**config.mk**
```make
export PLATFORM = sky130hd
export DESIGN_NAME = rpcc_divider
export DESIGN_NICKNAME = d
export VERILOG_FILES = /design/src/rgb_pixel_color_converter_core_defines.svh /design/src/rpcc_pkg.sv /design/src/rpcc_divider.sv
export SDC_FILE = /design/constraint.sdc
export NUM_CORES = 2
export LEC_CHECK = 0
export BUFFER_PORTS_ARGS = -buffer_cell sky130_fd_sc_hd__buf_2
export CAP_MARGIN = 20
export CORE_MARGIN = 2
export CORE_UTILIZATION = 58
export DETAILED_ROUTE_END_ITERATION = 10
export MAX_ROUTING_LAYER = met4
export PLACE_DENSITY = 0.86
export SLEW_MARGIN = 0
export SYNTH_ARGS = -nofsm -noshare
export SYNTH_HDL_FRONTEND = slang
export SYNTH_SLANG_ARGS = --single-unit
```
**constraint.sdc**
```tcl
create_clock -name clk -period 5.9 [get_ports clk]
set_input_delay 1.18 -clock clk [delete_from_list [all_inputs] [get_ports clk]]
set_output_delay 1.18 -clock clk [all_outputs]
set_load 0.02 [all_outputs]
```
**src/rgb_pixel_color_converter_core_defines.svh**
```systemverilog
// assertion macros used by the pixel converter core
`ifndef RGB_PIXEL_COLOR_CONVERTER_CORE_DEFINES_SVH
`define RGB_PIXEL_COLOR_CONVERTER_CORE_DEFINES_SVH
`ifndef NO_ASSERTIONS
`define RPCC_ASSERT(lbl, prop) \
  lbl: assert property (@(posedge clk) disable iff (rst) (prop)) \
    else $error("rpcc assertion failed");
`define RPCC_ASSERT_NEXT(lbl, ante, cons) \
  lbl: assert property (@(posedge clk) disable iff (rst) (ante) |=> (cons)) \
    else $error("rpcc assertion failed");
`else
`define RPCC_ASSERT(lbl, prop)
`define RPCC_ASSERT_NEXT(lbl, ante, cons)
`endif
`endif

```
**src/rpcc_pkg.sv**
```systemverilog
// shared constants and types of the pixel color converter
package rpcc_pkg;

  localparam int unsigned SAMPLE_BITS_DEF = 16;
  localparam int unsigned IN_MAX_W        = 16;
  localparam int unsigned PADDR_W         = 4;
  localparam int unsigned PDATA_W         = 32;

  // conversion modes
  localparam logic [2:0] MODE_BITMAP  = 3'd0;
  localparam logic [2:0] MODE_GRAY    = 3'd1;
  localparam logic [2:0] MODE_ISOLATE = 3'd2;
  localparam logic [2:0] MODE_REMOVE  = 3'd3;
  localparam logic [2:0] MODE_SEPIA   = 3'd4;

  // channel codes
  localparam logic [1:0] CH_RED   = 2'd0;
  localparam logic [1:0] CH_GREEN = 2'd1;
  localparam logic [1:0] CH_BLUE  = 2'd2;

  // register indexes
  localparam logic [1:0] REG_MODE     = 2'd0;
  localparam logic [1:0] REG_CHANNEL  = 2'd1;
  localparam logic [1:0] REG_IN_MAX   = 2'd2;
  localparam logic [1:0] REG_GRAY_MAX = 2'd3;

  // reset values
  localparam logic [2:0]          MODE_RST     = MODE_BITMAP;
  localparam logic [1:0]          CHANNEL_RST  = CH_RED;
  localparam logic [IN_MAX_W-1:0] IN_MAX_RST   = 16'd255;
  localparam logic [IN_MAX_W-1:0] GRAY_MAX_RST = 16'd255;

  // sepia matrix in thousandths, row per output channel
  localparam int unsigned SEPIA_DEN = 1000;
  localparam logic [9:0] SEPIA_WT [3][3] = '{
    '{10'd393, 10'd769, 10'd189},
    '{10'd349, 10'd686, 10'd168},
    '{10'd272, 10'd534, 10'd131}
  };

  // how the mono field is formed at the output
  typedef struct packed {
    logic gray_en;   // mono comes from the divider
    logic gray_zero; // zero input maximum
    logic gray_sat;  // quotient above the field maximum
    logic bit_val;   // bitmap bit, zero outside bitmap mode
  } mono_ctl_t;

endpackage

```
**src/rpcc_divider.sv**
```systemverilog
// pipelined restoring divider, one quotient bit per stage, with sideband
module rpcc_divider #(
  parameter int unsigned SAMPLE_BITS = rpcc_pkg::SAMPLE_BITS_DEF,
  parameter int unsigned DVD_W       = SAMPLE_BITS + 18,
  parameter int unsigned DSR_W       = 18,
  parameter int unsigned SIDE_W      = 4
) (
  input  logic                   clk,
  input  logic                   rst,
  input  logic                   in_valid,
  output logic                   in_ready,
  input  logic [DVD_W-1:0]       in_dividend,
  input  logic [SIDE_W-1:0]      in_side,
  input  logic [DSR_W-1:0]       divisor,
  output logic                   out_valid,
  input  logic                   out_ready,
  output logic [SAMPLE_BITS-1:0] out_quot,
  output logic [SIDE_W-1:0]      out_side
);

  localparam int unsigned SB = SAMPLE_BITS;

  logic                   v    [SB];
  logic                   rdy  [SB];
  logic [DVD_W-1:0]       rem  [SB];
  logic [SB-1:0]          quot [SB];
  logic [SIDE_W-1:0]      side [SB];

  for (genvar j = 0; j < SB; j++) begin : g_stage
    localparam int unsigned BIT = SB - 1 - j;

    logic              p_valid;
    logic [DVD_W-1:0]  p_rem;
    logic [SB-1:0]     p_quot;
    logic [SIDE_W-1:0] p_side;
    logic              down_rdy;
    logic [DVD_W-1:0]  shifted;
    logic              ge;

    if (j == 0) begin : g_first
      assign p_valid = in_valid;
      assign p_rem   = in_dividend;
      assign p_quot  = '0;
      assign p_side  = in_side;
    end else begin : g_next
      assign p_valid = v[j-1];
      assign p_rem   = rem[j-1];
      assign p_quot  = quot[j-1];
      assign p_side  = side[j-1];
    end

    if (j == SB - 1) begin : g_last
      assign down_rdy = out_ready;
    end else begin : g_mid
      assign down_rdy = rdy[j+1];
    end

    assign rdy[j]  = !v[j] || down_rdy;
    assign shifted = DVD_W'(divisor) << BIT;
    assign ge      = p_rem >= shifted;

    always_ff @(posedge clk) begin
      if (rst) begin
        v[j] <= 1'b0;
      end else if (rdy[j]) begin
        v[j] <= p_valid;
      end
      if (rdy[j] && p_valid) begin
        rem[j]  <= ge ? (p_rem - shifted) : p_rem;
        quot[j] <= p_quot | (SB'(ge) << BIT);
        side[j] <= p_side;
      end
    end
  end

  assign in_ready  = rdy[0];
  assign out_valid = v[SB-1];
  assign out_quot  = quot[SB-1];
  assign out_side  = side[SB-1];

endmodule
```
==> qor.csv <==
metric,value,unit
outcome,"complete, no violations",
data arrival time of the worst path,3.83,ns
Worst Path Max Fanout,6,
CP top delay family,simple AND/OR/NAND/NOR gates,
CTS tree,done,
Hold Path Class,reg -> reg,
final cycle utilization of the critical path,85.0,%
net count of the mapped netlist,3886,
fmax,199,MHz
MaxCap Viol Count,0,
multi-input logic area,18300,µm²
Port Buffers,81,
Max Buffers Root-to-Sink,3,
critical path launch point type,primary input,
synthesized instance count,3523,
number of synthesized register bits,726,
Reg area,21800,µm²
FILL cells,5145,
Initial DRT Pass Iterations,5,
CTS Hold Bufs,0,
top-count cell post-synth,edfxtp_1,
"EDFF count, synth",726,
adder-cell share of the synthesized area,9.59,%
Synth top area share,53.5,%
Starting Density,58.4,%
"Reg clk slew, reported paths",0.06,ns
Crit Path Category,in -> out,
number of diodes,0,
vias in the first global route,27800,
setup_tns,0,ns
worst hold slack,0.413,ns
commonest cells in the netlist,"edfxtp_1 (726), nor2_1 (302), a21oi_1 (296), ha_1 (288), nand2_1 (244)",
Worst path slowest cell,nor3_1,
Via-to-Cell Ratio,6.05,
largest family of logic cells by synthesized area,compound AO/OA/AOI/OAI gates,
final hold vios,0,
I/O pins,82,
Crit path required time,4.72,ns
Slew @ Worst Pin,1.17,ns
H-tree Lvls,3,
post-cts sizing count,0,
area grow syn2layout,10.9,%
Final Power,12.2,mW
GRT Residual Overflow,0,
"worst slack, placed",0.810,ns
xor/xnor cell area share of the yosys netlist,6.84,%
Final Util,64.7,%
die footprint,72300,µm²
clock skew,0.0203,ns
worst path bufs/invs,2,
P_leak,16.6,nW
Crit path largest cell delay,0.59,ns
Total Routing Usage GR,27.2,%
GR peak layer,met2,
unrepaired setup endpoints after global routing,false,
count of cell types in the netlist,85,
"area leader, netlist",edfxtp_1,
final net count,4049,
met2 global-route usage,46.2,%
multiplexer area fraction after synthesis,2.61,%
"FFs w/ async S/R, synth",0,%
max_slew headroom,21.1,%
Synth Flop Type,edfxtp_1,
M3 GR Usage,3.21,%
TritonCTS Buffers,77,
DRC,0,
row count,97,
crit path time final,5.01,ns
Clock Latency Late Sink,0.63,ns
DP Wirelength,68000,µm
wire per inst,20.2,µm
M1 GR Usage,32.4,%
Clock Tree Root,clkbuf_16,
number of post-CTS setup repair buffers,0,
worst setup margin,0.887,ns
width of the chip,269,µm
Die Y,269,µm
Clock Sinks,726,
post-synthesis simple-gate area fraction,12.7,%
"Avg Cell Area, Syn",11.6,µm²
share of cells above drive strength 1,10.3,%
CP cell instances,buf_2 > nor2b_1 > and3_1 > and3_1 > nand2_1 > nor3_1 > and4_1 > nand2_1 > buf_2,
Final GP Congestion,0.950,
antenna violations before repair,1,
Power Density,270,nW/µm²
Mapped Area,40700,µm²
Vias,28300,
Final setup viols,0,
"Seq/Total Area, Yosys",53.5,%
core area,69800,µm²
drt total wl,94600,µm
most area-consuming cells after synthesis,"edfxtp_1 (54%), ha_1 (8.8%), xnor2_1 (4.0%)",
Peak VDD IR,0.285,mV
largest net degree at the start of global routing,53,
antenna-violating nets left,0,
total number of yosys warnings,0,
Synth Area in Compound Gates,13.0,%
initial DRC count,2529,
crit end category,primary output,
R2R setup slack,2.05,ns
first-pass GRT wire length,148000,µm
final slew viol count,0,
stage by stage:
stage	cells	cell area [µm²]
2_1_floorplan	3523	40700
3_3_place_gp	4543	42600
3_5_place_dp	4543	42600
4_1_cts	4683	45100
5_1_grt	4687	45200
6_report	4687	45200
power by group:
group          switching, mW  leakage (nW)  total [mW]  internal [mW]
clock                   2.04          1.18        4.74           2.70
sequential            0.0532          6.57        5.85           5.79
combinational          0.905          8.87        1.59          0.683
layout make-up:
class,count,area share [%]
Sequential cell,726,48.3
Multi-Input combinational cell,2609,40.5
Clock buffer,88,4.40
Tap cell,940,2.60
Timing Repair Buffer,145,2.16
Inverter,127,1.06
Clock inverter,52,1.02
state kept, by name, indices dropped and copies added (netlist names):
register	count
side	64
quot	136
v	16
rem	510
worst paths after layout:
| check | from | cells after the start | to |
|---|---|---|---|
| worst min register to register | quot[0][108] | 0 | quot[0][124] |
| worst min-delay path | quot[0][108] | 0 | quot[0][124] |
| worst max register to register | rem[0][146] | 13 | rem[0][201] |
| worst max-delay path | out_ready | 9 | in_ready |
worst reg2reg max path: stages, from the launching register on:
cell	delay [ns]
edfxtp_1	0.34
inv_1	0.05
ha_1	0.20
fa_1	0.42
nor2b_1	0.14
o21ai_1	0.10
a21oi_1	0.23
o41ai_1	0.09
buf_4	0.16
o311ai_0	0.53
a31o_2	0.74
a21boi_1	0.36
nand2b_1	0.12
xnor2_1	0.14
metal layers:
layer  share of wire [%]  vias up
met1                  40    13500
met4                 4.7        0
met2                  50      940
li1                    -    13600
met3                 5.4      270
met5                   0        -
cells in the final DEF, fill, tap and decap left out, types with 23 or more instances in the layout:
master / instances
xnor2_1: 184
ha_1: 288
nor4_1: 52
o21ai_0: 193
buf_2: 81
nand4_1: 32
mux2_2: 66
nand2b_1: 52
o21bai_1: 30
nand2_1: 244
nor3_1: 88
o21a_1: 38
and3_1: 25
a21oi_1: 296
a21o_1: 96
clkbuf_16: 78
edfxtp_1: 726
or3_1: 37
nand3_1: 50
nor2_1: 302
xor2_1: 134
buf_4: 57
nor2b_1: 58
a211oi_1: 23
inv_1: 122
kinds of logic after synthesis:
kind of cell	after synthesis
flip-flops	726
buffers and inverters	188
adder cells (fa/ha/maj)	303
AND/OR/NAND/NOR	1045
multiplexers	93
XOR/XNOR	318
AO/OA/AOI/OAI	850
Note: power is estimated with default switching activity, not from simulation.
